`config.mk`:
```
export PLATFORM = sky130hd
export DESIGN_NAME = ordered_dither_palette_quantizer
export DESIGN_NICKNAME = d
export VERILOG_FILES = /design/src/rtl/odpq_pkg.sv /design/src/rtl/ordered_dither_palette_quantizer.sv
export SDC_FILE = /design/constraint.sdc
export NUM_CORES = 1
export LEC_CHECK = 0
export BUFFER_PORTS_ARGS = -buffer_cell sky130_fd_sc_hd__buf_2
export CAP_MARGIN = 20
export CORE_ASPECT_RATIO = 1.2
export CORE_MARGIN = 4
export CORE_UTILIZATION = 50
export DETAILED_ROUTE_END_ITERATION = 7
export PLACE_DENSITY = 0.66
export SKIP_CTS_REPAIR_TIMING = 1
export SLEW_MARGIN = 25
export SYNTH_ARGS = -nofsm -noshare
export SYNTH_HDL_FRONTEND = slang
export SYNTH_SLANG_ARGS = --single-unit
```
`constraint.sdc`:
```
create_clock -name i_clk -period 7.64 [get_ports i_clk]
set_clock_uncertainty 0.2 [all_clocks]
set_input_delay 1.146 -clock i_clk [delete_from_list [all_inputs] [get_ports i_clk]]
set_output_delay 1.146 -clock i_clk [all_outputs]
set_load 0.005 [all_outputs]
```
`src/rtl/odpq_pkg.sv`:
```
// Shared types, constants and helpers for the ordered-dither palette quantizer.
// Depends on nothing; imported by rtl/ordered_dither_palette_quantizer.sv.
package odpq_pkg;

    // Default sizes
    localparam int PALETTE_DEPTH_DEF = 16;
    localparam int MAX_WIDTH_DEF     = 4096;

    // Stream widths
    localparam int S_TDATA_W = 56;  // 52 payload bits padded to whole bytes
    localparam int S_TUSER_W = 2;
    localparam int M_TDATA_W = 24;

    // Configuration port
    localparam int CFG_ADDR_W = 2;
    localparam int CFG_DATA_W = 13;

    localparam logic [CFG_ADDR_W-1:0] CFG_PALETTE_COUNT = 2'd0;
    localparam logic [CFG_ADDR_W-1:0] CFG_IMAGE_WIDTH   = 2'd1;
    localparam logic [CFG_ADDR_W-1:0] CFG_DITHER_ENABLE = 2'd2;

    // Field widths
    localparam int COUNT_W = 5;
    localparam int WIDTH_W = 13;
    localparam int INDEX_W = 4;
    localparam int COLOR_W = 24;
    localparam int CHAN_W  = 8;
    localparam int SQ_W    = 16;
    localparam int DIST_W  = 18;   // 3 * 255^2 fits in 18 bits

    // Item kinds
    localparam logic ACT_WRITE = 1'b0;
    localparam logic ACT_PIXEL = 1'b1;

    typedef enum logic [1:0] {
        ST_IDLE,
        ST_SCAN,
        ST_DONE
    } t_state;

    typedef logic [3:0] t_bayer_row [4];
    localparam t_bayer_row BAYER_MAP [4] = '{
        '{4'd0,  4'd8,  4'd2,  4'd10},
        '{4'd12, 4'd4,  4'd14, 4'd6},
        '{4'd3,  4'd11, 4'd1,  4'd9},
        '{4'd15, 4'd7,  4'd13, 4'd5}
    };

    // Add the Bayer offset 4*m - 32 to one channel and clamp to 0..255.
    function automatic logic [CHAN_W-1:0] dither_chan(input logic [CHAN_W-1:0] chan,
                                                      input logic [3:0] m);
        logic signed [9:0] sum;
        sum = $signed({2'b00, chan}) + $signed({4'b0000, m, 2'b00}) - 10'sd32;
        if (sum < 10'sd0) begin
            dither_chan = '0;
        end else if (sum > 10'sd255) begin
            dither_chan = '1;
        end else begin
            dither_chan = sum[CHAN_W-1:0];
        end
    endfunction

    // Absolute difference of two channels.
    function automatic logic [CHAN_W-1:0] abs_diff(input logic [CHAN_W-1:0] a,
                                                   input logic [CHAN_W-1:0] b);
        if (a > b) begin
            abs_diff = a - b;
        end else begin
            abs_diff = b - a;
        end
    endfunction

endpackage

```
`src/rtl/ordered_dither_palette_quantizer.sv`:
```
// Ordered-dither palette quantizer: top level with palette memory and scan pipeline.
// Depends on rtl/odpq_pkg.sv.
//
// Each pixel is compared against N = min(palette_count, PALETTE_DEPTH) palette entries;
//   an empty palette yields black.
// The single-port palette memory delivers one entry per cycle during the scan; a pixel or
//   palette write is accepted only in IDLE, after the last result went to the output register.
// Reset (synchronous, active low): counters cleared, palette_count 0, image_width 1,
//   dither on; the palette memory holds its contents and is undefined until written.
module ordered_dither_palette_quantizer
    import odpq_pkg::*;
#(
    parameter int PALETTE_DEPTH = PALETTE_DEPTH_DEF,
    parameter int MAX_WIDTH     = MAX_WIDTH_DEF
) (
    input  logic                  i_clk,
    input  logic                  i_rst_n,
    // configuration writes
    input  logic                  i_cfg_we,
    input  logic [CFG_ADDR_W-1:0] i_cfg_addr,
    input  logic [CFG_DATA_W-1:0] i_cfg_data,
    // input stream
    input  logic                  s_axis_tvalid,
    output logic                  s_axis_tready,
    // [3:0] entry_index, [27:4] entry_color, [35:28] red, [43:36] green,
    // [51:44] blue, [55:52] zero
    input  logic [S_TDATA_W-1:0]  s_axis_tdata,
    // [0] action, [1] frame_start
    input  logic [S_TUSER_W-1:0]  s_axis_tuser,
    // output stream
    output logic                  m_axis_tvalid,
    input  logic                  m_axis_tready,
    // [7:0] out_red, [15:8] out_green, [23:16] out_blue
    output logic [M_TDATA_W-1:0]  m_axis_tdata
);

    // Address of one palette entry, and a pointer that also reaches the depth itself
    localparam int AW     = (PALETTE_DEPTH > 1) ? $clog2(PALETTE_DEPTH) : 1;
    localparam int IW     = $clog2(PALETTE_DEPTH + 1);
    // Column counter and the width used for the wrap compare
    localparam int CW     = (MAX_WIDTH > 1) ? $clog2(MAX_WIDTH) : 1;
    localparam int CMP_W  = (CW + 1 > WIDTH_W + 1) ? CW + 1 : WIDTH_W + 1;

    // ------------------------------------------------------------------
    // Input field unpacking
    // ------------------------------------------------------------------
    logic               in_action;
    logic               in_frame_start;
    logic [INDEX_W-1:0] in_entry_index;
    logic [COLOR_W-1:0] in_entry_color;
    logic [CHAN_W-1:0]  in_red;
    logic [CHAN_W-1:0]  in_green;
    logic [CHAN_W-1:0]  in_blue;

    assign in_action      = s_axis_tuser[0];
    assign in_frame_start = s_axis_tuser[1];
    assign in_entry_index = s_axis_tdata[3:0];
    assign in_entry_color = s_axis_tdata[27:4];
    assign in_red         = s_axis_tdata[35:28];
    assign in_green       = s_axis_tdata[43:36];
    assign in_blue        = s_axis_tdata[51:44];

    // ------------------------------------------------------------------
    // Configuration registers
    // ------------------------------------------------------------------
    logic [COUNT_W-1:0] r_palette_count;
    logic [WIDTH_W-1:0] r_image_width;
    logic               r_dither_enable;

    always_ff @(posedge i_clk) begin
        if (!i_rst_n) begin
            r_palette_count <= '0;
            r_image_width   <= WIDTH_W'(1);
            r_dither_enable <= 1'b1;
        end else if (i_cfg_we) begin
            case (i_cfg_addr)
                CFG_PALETTE_COUNT: r_palette_count <= i_cfg_data[COUNT_W-1:0];
                CFG_IMAGE_WIDTH:   r_image_width   <= i_cfg_data[WIDTH_W-1:0];
                CFG_DITHER_ENABLE: r_dither_enable <= i_cfg_data[0];
                default: ;  // unused index: drop the write
            endcase
        end
    end

    // ------------------------------------------------------------------
    // Sequencer
    // ------------------------------------------------------------------
    t_state r_state;
    t_state n_state;

    logic [IW-1:0] r_rd_ptr;     // next entry to read
    logic [IW-1:0] r_count;      // entries to scan for this pixel
    logic          r_v1;         // memory read data valid
    logic          r_v2;         // registered squares valid
    logic          r_out_valid;

    logic accept;
    logic mem_we;
    logic mem_re;
    logic load_out;
    logic scan_idle;

    assign scan_idle = (r_rd_ptr == r_count) && !r_v1 && !r_v2;

    always_comb begin
        n_state = r_state;
        case (r_state)
            ST_IDLE: begin
                if (accept && in_action == ACT_PIXEL) begin
                    n_state = ST_SCAN;
                end
            end
            ST_SCAN: begin
                if (scan_idle) begin
                    n_state = ST_DONE;
                end
            end
            ST_DONE: begin
                if (!r_out_valid || m_axis_tready) begin
                    n_state = ST_IDLE;
                end
            end
            default: n_state = ST_IDLE;
        endcase
    end

    always_comb begin
        s_axis_tready = 1'b0;
        mem_re        = 1'b0;
        load_out      = 1'b0;
        case (r_state)
            ST_IDLE: s_axis_tready = 1'b1;
            ST_SCAN: mem_re        = (r_rd_ptr != r_count);
            ST_DONE: load_out      = !r_out_valid || m_axis_tready;
            default: ;
        endcase
    end

    assign accept = s_axis_tvalid && s_axis_tready;

    always_ff @(posedge i_clk) begin
        if (!i_rst_n) begin
            r_state <= ST_IDLE;
        end else begin
            r_state <= n_state;
        end
    end

    // ------------------------------------------------------------------
    // Palette memory: one port, written in IDLE, read during SCAN
    // ------------------------------------------------------------------
    logic [COLOR_W-1:0]   mem [PALETTE_DEPTH];
    logic [COLOR_W-1:0]   r_rd_data;
    logic [AW+INDEX_W-1:0] slot_ext;
    logic [AW-1:0]        mem_addr;

    assign slot_ext = (AW + INDEX_W)'(in_entry_index);
    // A slot beyond the depth is dropped.
    assign mem_we   = accept && (in_action == ACT_WRITE)
                      && (int'(in_entry_index) < PALETTE_DEPTH);
    assign mem_addr = (r_state == ST_IDLE) ? slot_ext[AW-1:0] : r_rd_ptr[AW-1:0];

    always_ff @(posedge i_clk) begin
        if (mem_we) begin
            mem[mem_addr] <= in_entry_color;
        end else if (mem_re) begin
            r_rd_data <= mem[mem_addr];
        end
    end

    // ------------------------------------------------------------------
    // Raster position and dither at pixel acceptance
    // ------------------------------------------------------------------
    logic [CW-1:0]    r_col;
    logic [1:0]       r_row;
    logic [CW-1:0]    n_col;
    logic [1:0]       n_row;
    logic [CW-1:0]    col_base;
    logic [1:0]       row_base;
    logic [CMP_W-1:0] eff_width;
    logic [3:0]       bayer_m;

    // Clear the position on a frame start before using it.
    assign col_base = in_frame_start ? '0 : r_col;
    assign row_base = in_frame_start ? 2'd0 : r_row;
    assign bayer_m  = BAYER_MAP[row_base][col_base[1:0]];

    always_comb begin
        // Clamp the programmed width into 1..MAX_WIDTH.
        if (r_image_width == '0) begin
            eff_width = CMP_W'(1);
        end else if (CMP_W'(r_image_width) > CMP_W'(MAX_WIDTH)) begin
            eff_width = CMP_W'(MAX_WIDTH);
        end else begin
            eff_width = CMP_W'(r_image_width);
        end
        // Wrap the column at the row end and advance the row phase.
        if (CMP_W'(col_base) + CMP_W'(1) >= eff_width) begin
            n_col = '0;
            n_row = row_base + 2'd1;
        end else begin
            n_col = col_base + CW'(1);
            n_row = row_base;
        end
    end

    always_ff @(posedge i_clk) begin
        if (!i_rst_n) begin
            r_col <= '0;
            r_row <= '0;
        end else if (accept && in_action == ACT_PIXEL) begin
            r_col <= n_col;
            r_row <= n_row;
        end
    end

    // Pixel channels after the optional dither offset
    logic [CHAN_W-1:0] r_pix_r;
    logic [CHAN_W-1:0] r_pix_g;
    logic [CHAN_W-1:0] r_pix_b;

    always_ff @(posedge i_clk) begin
        if (accept && in_action == ACT_PIXEL) begin
            if (r_dither_enable) begin
                r_pix_r <= dither_chan(in_red, bayer_m);
                r_pix_g <= dither_chan(in_green, bayer_m);
                r_pix_b <= dither_chan(in_blue, bayer_m);
            end else begin
                r_pix_r <= in_red;
                r_pix_g <= in_green;
                r_pix_b <= in_blue;
            end
        end
    end

    // ------------------------------------------------------------------
    // Scan pipeline: read entry, square channel errors, sum and compare
    // ------------------------------------------------------------------
    logic [SQ_W-1:0]    r_sq_r;
    logic [SQ_W-1:0]    r_sq_g;
    logic [SQ_W-1:0]    r_sq_b;
    logic [COLOR_W-1:0] r_cand;
    logic [DIST_W-1:0]  cand_dist;
    logic [DIST_W-1:0]  r_best_d;
    logic [COLOR_W-1:0] r_best;
    logic               r_found;
    logic [CHAN_W-1:0]  d_r;
    logic [CHAN_W-1:0]  d_g;
    logic [CHAN_W-1:0]  d_b;

    assign d_r       = abs_diff(r_rd_data[23:16], r_pix_r);
    assign d_g       = abs_diff(r_rd_data[15:8], r_pix_g);
    assign d_b       = abs_diff(r_rd_data[7:0], r_pix_b);
    assign cand_dist = DIST_W'(r_sq_r) + DIST_W'(r_sq_g) + DIST_W'(r_sq_b);

    always_ff @(posedge i_clk) begin
        if (!i_rst_n) begin
            r_rd_ptr <= '0;
            r_count  <= '0;
            r_v1     <= 1'b0;
            r_v2     <= 1'b0;
            r_found  <= 1'b0;
        end else begin
            r_v1 <= mem_re;
            r_v2 <= r_v1;
            if (accept && in_action == ACT_PIXEL) begin
                // Latch the clamped entry count and restart the scan.
                r_rd_ptr <= '0;
                r_found  <= 1'b0;
                if (int'(r_palette_count) > PALETTE_DEPTH) begin
                    r_count <= IW'(PALETTE_DEPTH);
                end else begin
                    r_count <= IW'(r_palette_count);
                end
            end else begin
                if (mem_re) begin
                    r_rd_ptr <= r_rd_ptr + IW'(1);
                end
                if (r_v2) begin
                    r_found <= 1'b1;
                end
            end
        end
    end

    always_ff @(posedge i_clk) begin
        if (r_v1) begin
            r_sq_r <= d_r * d_r;
            r_sq_g <= d_g * d_g;
            r_sq_b <= d_b * d_b;
            r_cand <= r_rd_data;
        end
        if (accept && in_action == ACT_PIXEL) begin
            r_best   <= '0;   // black when the palette is empty
            r_best_d <= '0;
        end else if (r_v2 && (!r_found || cand_dist < r_best_d)) begin
            // Strict compare keeps the lowest-numbered entry on a tie.
            r_best   <= r_cand;
            r_best_d <= cand_dist;
        end
    end

    // ------------------------------------------------------------------
    // Output register: holds a result while the next pixel is taken in
    // ------------------------------------------------------------------
    logic [M_TDATA_W-1:0] r_out_data;

    always_ff @(posedge i_clk) begin
        if (!i_rst_n) begin
            r_out_valid <= 1'b0;
        end else if (load_out) begin
            r_out_valid <= 1'b1;
        end else if (m_axis_tready) begin
            r_out_valid <= 1'b0;
        end
    end

    always_ff @(posedge i_clk) begin
        if (load_out) begin
            r_out_data <= {r_best[7:0], r_best[15:8], r_best[23:16]};
        end
    end

    assign m_axis_tvalid = r_out_valid;
    assign m_axis_tdata  = r_out_data;

    // ------------------------------------------------------------------
    // Assertions
    // ------------------------------------------------------------------
    a_ptr_bound: assert property (@(posedge i_clk) disable iff (!i_rst_n)
        r_rd_ptr <= r_count)
        else $error("read pointer ran past the entry count");

    a_mem_one_port: assert property (@(posedge i_clk) disable iff (!i_rst_n)
        !(mem_we && mem_re))
        else $error("palette write and read in the same cycle");

    a_drained_at_done: assert property (@(posedge i_clk) disable iff (!i_rst_n)
        (r_state == ST_DONE) |-> (!r_v1 && !r_v2 && r_rd_ptr == r_count))
        else $error("result taken before the scan pipeline drained");

    a_found_when_filled: assert property (@(posedge i_clk) disable iff (!i_rst_n)
        (r_state == ST_DONE && r_count != '0) |-> r_found)
        else $error("non-empty palette scanned without a candidate");

    a_col_bound: assert property (@(posedge i_clk) disable iff (!i_rst_n)
        CMP_W'(r_col) < CMP_W'(MAX_WIDTH))
        else $error("column counter beyond the maximum width");

endmodule
```
==> results of run 1 <==
==> kinds of logic (layout without fill, tap and decap cells) <==
| family | after synthesis | count (layout) |
|---|---|---|
| XOR/XNOR | 101 | 101 |
| flip-flops | 616 | 616 |
| buffers and inverters | 358 | 512 |
| multiplexers | 61 | 61 |
| AO/OA/AOI/OAI | 608 | 608 |
| adder cells (fa/ha/maj) | 315 | 315 |
| AND/OR/NAND/NOR | 536 | 536 |
| other | 2 | 7 |
==> area by class of cell <==
cell class                      count  area [µm²]  area share
Antenna cell                        2        5.00    0.000141
Clock buffer                       84        1700      0.0477
Clock inverter                     30         264     0.00743
Inverter                          256         961      0.0270
Multi-Input combinational cell   1626       13200       0.371
Sequential cell                   616       17600       0.495
Tap cell                          824        1030      0.0290
Timing Repair Buffer              142         818      0.0230
==> where the power goes <==
part           internal (µW)  switching (µW)  leakage [µW]
combinational           1710            2220       0.00729
clock                   1620            1260      0.000952
sequential              3920            21.7       0.00549
total                   7250            3500        0.0137
==> flip-flops by register name (all words and copies together), names as in the netlist, 8 cells and up <==
name,count
r_rd_data,24
r_sq_b,15
r_col,12
r_pix_g,8
m_axis_tdata,24
r_best_d,18
r_sq_r,15
r_image_width,13
r_sq_g,15
r_pix_r,8
r_best,24
mem,384
r_pix_b,8
r_cand,24
==> per-stage QoR <==
step / std cells / utilization
after detailed placement: 3462 / 0.530
final: 3580 / 0.561
after global placement: 3461 / 0.529
after CTS: 3576 / 0.561
after global routing: 3578 / 0.561
after floorplan: 2600 / -
==> critical path, delay by kind of cell, from the launching register on <==
family | cells | cell delay (ns)
XOR/XNOR | 2 | 0.29
flip-flops | 1 | 0.41
adder cells (fa/ha/maj) | 6 | 2.76
multiplexers | 2 | 0.51
AO/OA/AOI/OAI | 8 | 2.11
AND/OR/NAND/NOR | 3 | 0.48
buffers and inverters | 3 | 0.16
==> layout by cell type (no fill, tap or decap), types with 8 or more instances in the layout <==
cell type | Yosys | layout
fa_1 | 100 | 100
nand4_1 | 12 | 12
inv_1 | 254 | 253
nand2b_1 | 21 | 21
a211oi_1 | 16 | 16
clkbuf_1 | 78 | 17
ha_1 | 215 | 215
nand3b_1 | 14 | 14
clkinv_1 | 1 | 12
a21oi_1 | 183 | 182
or3_1 | 11 | 11
clkbuf_16 | 0 | 63
or2_2 | 10 | 10
o21bai_1 | 8 | 8
a22oi_1 | 193 | 193
edfxtp_1 | 525 | 525
clkinv_2 | 0 | 12
o22ai_1 | 9 | 9
xor2_1 | 31 | 31
nor3_1 | 25 | 21
nor2_1 | 195 | 190
buf_4 | 0 | 43
a21boi_1 | 12 | 12
nand3_1 | 34 | 34
nor2b_1 | 34 | 33
a21boi_0 | 20 | 20
a21o_1 | 48 | 48
mux2i_1 | 54 | 54
o21ai_0 | 40 | 40
xnor2_1 | 64 | 64
nand2_1 | 108 | 108
and2_1 | 9 | 9
o21a_1 | 13 | 13
buf_2 | 16 | 99
or4_1 | 24 | 24
dfxtp_1 | 91 | 90
==> how the worst min path moves through the flow <==
stage               startpoint               end  slack (ns)  cells past startpoint
global route         r_best[1]  m_axis_tdata[17]        0.25                      0
finish               r_best[1]  m_axis_tdata[17]        0.23                      0
detailed placement   r_best[1]  m_axis_tdata[17]        0.22                      0
floorplan           r_best[16]   m_axis_tdata[0]        0.21                      0
global placement    r_best[14]  m_axis_tdata[14]        0.22                      0
CTS                  r_best[1]  m_axis_tdata[17]        0.23                      0
==> routing by layer <==
layer	track usage	vias up	part of all wire
li1	-	9639	-
met1	0.255	10100	0.39
met2	0.379	592	0.51
met3	0.0394	168	0.058
met4	0.0814	8	0.042
met5	0	-	0.00085
==> summary.md, run 1 <==
| Metric | Value |
|---|---|
| Post-synth EDFFs | `525` |
| Final period util | `0.943` |
| Clk Latency, worst-skew pair | `0.66 ns` |
| Reg2reg end | `r_sq_g[15]` |
| Crit path DAT | `7.38 ns` |
| First-pass GRT wire length | `114 mm` |
| Top_reg_cell synth | `edfxtp_1` |
| Fmax | `139 MHz` |
| Most frequent cell after synthesis | `edfxtp_1` |
| Crit path max fanout | `9` |
| CTS Buffer Depth | `3` |
| Max-slew violation count | `0` |
| Syn Inst Count | `2597` |
| Post-synthesis mux area share | `0.0194` |
| GPL Wtd Cong | `0.867` |
| Synth Area in Simple Gates | `0.0820` |
| Slowest CP cell | `fa_1` |
| Root Driver | `clkbuf_16` |
| Layout cells sized above 1 | `0.109` |
| Largest family of logic cells by synthesized area | `adder cells` |
| Worst Tran Pin Value | `1.04 ns` |
| CP dominant cell by count | `fa_1` |
| All-Layer GR Usage | `0.213` |
| Via-per-instance ratio | `5.74` |
| DR iter-0 viols | `1592` |
| Die Span X | `239 µm` |
| Cell Area, Synth | `31900 µm²` |
| Area grow syn2layout | `11.3%` |
| Final WS setup | `0.439 ns` |
| Area share of fa/ha/maj cells after synthesis | `0.147` |
| Max VDD drop | `224 µV` |
| Worst path cell trace | `inv_1, ha_1, a21oi_1, a21oi_2, o31ai_4, mux2i_1, a41oi_1, mux2i_1, nor2_2, nor2_1, fa_1, fa_1, inv_1, fa_1, fa_1, inv_1, ha_1, o21a_1, o21ai_0, nor2_1, o31ai_1, a21oi_1, xor2_1, xnor2_1` |
| P_leak | `0.0137 µW` |
| Pwr Density | `303 nW/µm²` |
| Area after DPL | `33500 µm²` |
| Yosys cell types | `83` |
| Required @ worst endpoint | `7.82 ns` |
| Post-Layout Inst Area | `35500 µm²` |
| First-pass DRT Iterations | `7` |
| Final hold vios | `0` |
| Top cells by area, synth | `edfxtp_1 (49%), ha_1 (8.4%), fa_1 (6.3%)` |
| Yosys top cell by area | `edfxtp_1` |
| Htree depth | `2` |
| Fillers | `5121` |
| Reg2Reg Depth | `24` |
| Antenna violations before repair | `8` |
| Max_slew headroom | `0.303` |
| Synth warn | `0` |
| Maxcap violations | `0` |
| DIE HEIGHT | `285 µm` |
| Vias post-DR | `20.6k` |
| Commonest cells in the netlist | `edfxtp_1 (525), inv_1 (254), ha_1 (215), nor2_1 (195), a22oi_1 (193)` |
| Status | `complete, no violations` |
| Number of CTS-inserted buffers | `61` |
| Routed Antenna Nets | `0` |
| Synth async-reset ratio | `0` |
| Register area share after synthesis | `0.551` |
| Min-Delay Path Class | `reg2reg` |
| Hold_ws | `0.233 ns` |
| Pre-CTS setup slack | `0.405 ns` |
| Setup-failing EPs final | `0` |
| Crit Path Class | `reg2reg` |
| Slowest Stage Delay on Critical Path | `0.55 ns` |
| Reg clk slew, reported paths | `0.06 ns` |
| Setup TNS | `0 ns` |
| Die ar. | `68000 µm²` |
| Pin count of the biggest net entering global routing | `72` |
| Final Net Count | `3096` |
| Crit path time final | `7.20 ns` |
| Clock sinks | `616` |
| Row count | `101` |
| Critical path endpoint category | `register` |
| Seq cells post-synth | `616` |
| Input/output buffers | `99` |
| CTS tree | `done` |
| Synth Area per Inst | `12.3 µm²` |
| Drc violations | `0` |
| HPWL Detailed | `49.2 mm` |
| Synth Area in Compound Gates | `0.128` |
| Startpoint class of the critical path | `register` |
| RSZ-0062 raised after global routing | `no` |
| CP startpoint | `r_rd_data[11]` |
| Top Ports | `104` |
| Tot Pwr | `10800 µW` |
| Share of the synthesized area in the top cell type | `0.494` |
| Starting Density | `0.504` |
| Launch point of the worst reg-to-reg path | `r_rd_data[11]` |
| Vias in the first global route | `21.1k` |
| Total Routed Length | `73.2 mm` |
| Core area | `63300 µm²` |
| Flop2flop setup slack | `0.44 ns` |
| Remaining global-route overflow | `0` |
| Wirelength per Cell | `20.4 µm` |
| Worst setup path end | `r_sq_g[15]` |
| Xor/xnor share of the synthesized area | `0.0291` |
Note: power is estimated with default switching activity, not from simulation.
==> run 2: changes to the inputs <==
--- a/config.mk
+++ b/config.mk
@@ -11,6 +11,7 @@
 export CORE_MARGIN = 4
 export CORE_UTILIZATION = 50
 export DETAILED_ROUTE_END_ITERATION = 7
+export GPL_TIMING_DRIVEN = 0
 export PLACE_DENSITY = 0.66
 export SKIP_CTS_REPAIR_TIMING = 1
 export SLEW_MARGIN = 25
==> summary.md, run 2 (same netlist as run 1, synthesis figures left out) <==
| Metric | Value |
|---|---|
| Most frequent cells in the layout | `edfxtp_1 (525), inv_1 (254), ha_1 (214)` |
| Crit path depth | `24 (unchanged)` |
| Buf/Inv on CP | `3 (unchanged)` |
| Pin count of the biggest net entering global routing | `44 (-39%)` |
| Number of CTS-inserted buffers | `61 (unchanged)` |
| Required @ worst endpoint | `7.79 ns (-0.03 ns)` |
| Fmax | `140 MHz (+1.0%)` |
| Max VDD drop | `281 µV (+25%)` |
| P_leak | `0.0141 µW (+2.6%)` |
| Area grow syn2layout | `13.9%` |
| Root Driver | `clkbuf_16` |
| Final hold vios | `0 (unchanged)` |
| Setup TNS | `0 ns (unchanged)` |
| Flop2flop setup slack | `0.51 ns (+0.07 ns)` |
| Crit path time final | `7.13 ns (-0.0710 ns)` |
| Reg2Reg Depth | `24 (unchanged)` |
| Routed Antenna Nets | `0 (unchanged)` |
| Most flops, register | `mem` |
| Drc violations | `0 (unchanged)` |
| Launch point of the worst reg-to-reg path | `r_rd_data[10]` |
| Seq. cell area | `17600 µm² (unchanged)` |
| First-pass DRT Iterations | `7 (unchanged)` |
| Worst path cell trace | `inv_1, ha_1, and2_1, or3b_4, and3_1, o31ai_1, a41oi_1, mux2i_2, nor2_2, nor2_2, fa_1, fa_1, inv_1, fa_1, fa_1, inv_1, ha_1, o21a_1, o21ai_0, nor2_1, o31ai_1, a21oi_1, xor2_1, xnor2_1` |
| RSZ-0062 raised after global routing | `no` |
| Commonest non-fill, non-tap cell in the layout | `edfxtp_1` |
| Crit path max fanout | `6 (-3)` |
| Tot Pwr | `11100 µW (+3.3%)` |
| Max reg flops | `384 (unchanged)` |
| Min-Delay Path Class | `reg2reg` |
| Worst Tran Pin Value | `1.04 ns (-0.00397 ns)` |
| DIE HEIGHT | `285 µm (unchanged)` |
| Via-per-instance ratio | `5.82 (+1.3%)` |
| Vias post-DR | `21.5k (+4.6%)` |
| Layout cells sized above 1 | `0.118 (+0.00904)` |
| Vias in the first global route | `22.0k (+4.1%)` |
| Die ar. | `68000 µm² (unchanged)` |
| Slowest CP cell | `fa_1` |
| Hold_ws | `0.237 ns (+0.00386 ns)` |
| Final Net Count | `3206 (+3.6%)` |
| Crit path DAT | `7.28 ns (-0.10 ns)` |
| Clock sinks | `616 (unchanged)` |
| Startpoint class of the critical path | `register` |
| Worst Hold End | `m_axis_tdata[4]` |
| Max_slew headroom | `0.308 (+0.00475)` |
| Antenna violations before repair | `9 (+1)` |
| Setup-failing EPs final | `0 (unchanged)` |
| Crit-path leading delay family | `adder cells` |
| Slowest Stage Delay on Critical Path | `0.56 ns (about the same)` |
| Clk Latency, worst-skew pair | `0.67 ns (about the same)` |
| Crit Path Class | `reg2reg` |
| Input/output buffers | `99 (unchanged)` |
| Total Routed Length | `82.6 mm (+13%)` |
| Final period util | `0.933 (-0.00929)` |
| Starting Density | `0.504 (unchanged)` |
| Max-slew violation count | `0 (unchanged)` |
| Pwr Density | `305 nW/µm² (+0.92%)` |
| Multi-input gate area | `13100 µm² (-0.48%)` |
| CTS Buffer Depth | `3 (unchanged)` |
| CP dominant cell by count | `fa_1` |
| Critical path endpoint category | `register` |
| Non-filler cells, final | `3694 (+3.2%)` |
| Remaining global-route overflow | `0 (unchanged)` |
| Top Ports | `104 (unchanged)` |
| All-Layer GR Usage | `0.238 (+0.0259)` |
| Wirelength per Cell | `22.3 µm (+9.4%)` |
| Row count | `101 (unchanged)` |
| Status | `complete, no violations` |
| CP startpoint | `r_rd_data[10]` |
| Reg2reg end | `r_sq_g[15]` |
| CTS tree | `done` |
| Fillers | `5131 (+0.20%)` |
| Hold path cells | `0 (unchanged)` |
| Maxcap violations | `0 (unchanged)` |
| GPL Wtd Cong | `0.870 (+0.29%)` |
| Hold path startpoint | `r_best[20]` |
| Reg clk slew, reported paths | `0.06 ns (about the same)` |
| First-pass GRT wire length | `125 mm (+10%)` |
| Htree depth | `2 (unchanged)` |
| HPWL Detailed | `60.9 mm (+24%)` |
| DR iter-0 viols | `1662 (+4.4%)` |
| Dpl cells | `3575 (+3.3%)` |
| Die Span X | `239 µm (unchanged)` |
| Core area | `63300 µm² (unchanged)` |
==> run 2: worst max-delay path by stage <==
stage / to / slack, ns
global route: r_sq_g[15] / 0.009
finish: r_sq_g[15] / 0.51
floorplan: r_sq_g[15] / 1.18
CTS: r_sq_g[15] / 0.20
global placement: r_sq_g[15] / 0.28
detailed placement: r_sq_g[15] / 0.26
==> run 2: per-stage QoR <==
| step | util | setup slack, ns | area (µm²) |
|---|---|---|---|
| after detailed placement | 0.539 | 0.259 | 34200 |
| after CTS | 0.574 | 0.199 | 36300 |
| after floorplan | - | 1.18 | 31900 |
| after global placement | 0.529 | 0.278 | 33500 |
| final | 0.575 | 0.510 | 36400 |
| after global routing | 0.574 | 0.00877 | 36400 |
==> run 2: layer usage <==
metal	wire length, µm	GRT usage	vias up
li1	-	-	9876
met1	30600	0.276	10600
met2	43100	0.434	793
met3	5130	0.0386	214
met4	3690	0.105	8
met5	45	0	-
==> run 2: area by class of cell <==
class	instances	share of cell area
buffer	101	0.0119
inverter	256	0.0264
sequential	616	0.484
antenna	5	0.000344
multi-input combinational	1626	0.360
clock inverter	38	0.0139
clock buffer	77	0.0462
tap	824	0.0283
timing repair buffer	151	0.0291
==> run 2: report_power, final <==
part	internal, µW	total [µW]	switching, µW
clock	1900	3220	1320
combinational	1720	3950	2230
sequential	3920	3940	21.1
total	7540	11100	3570
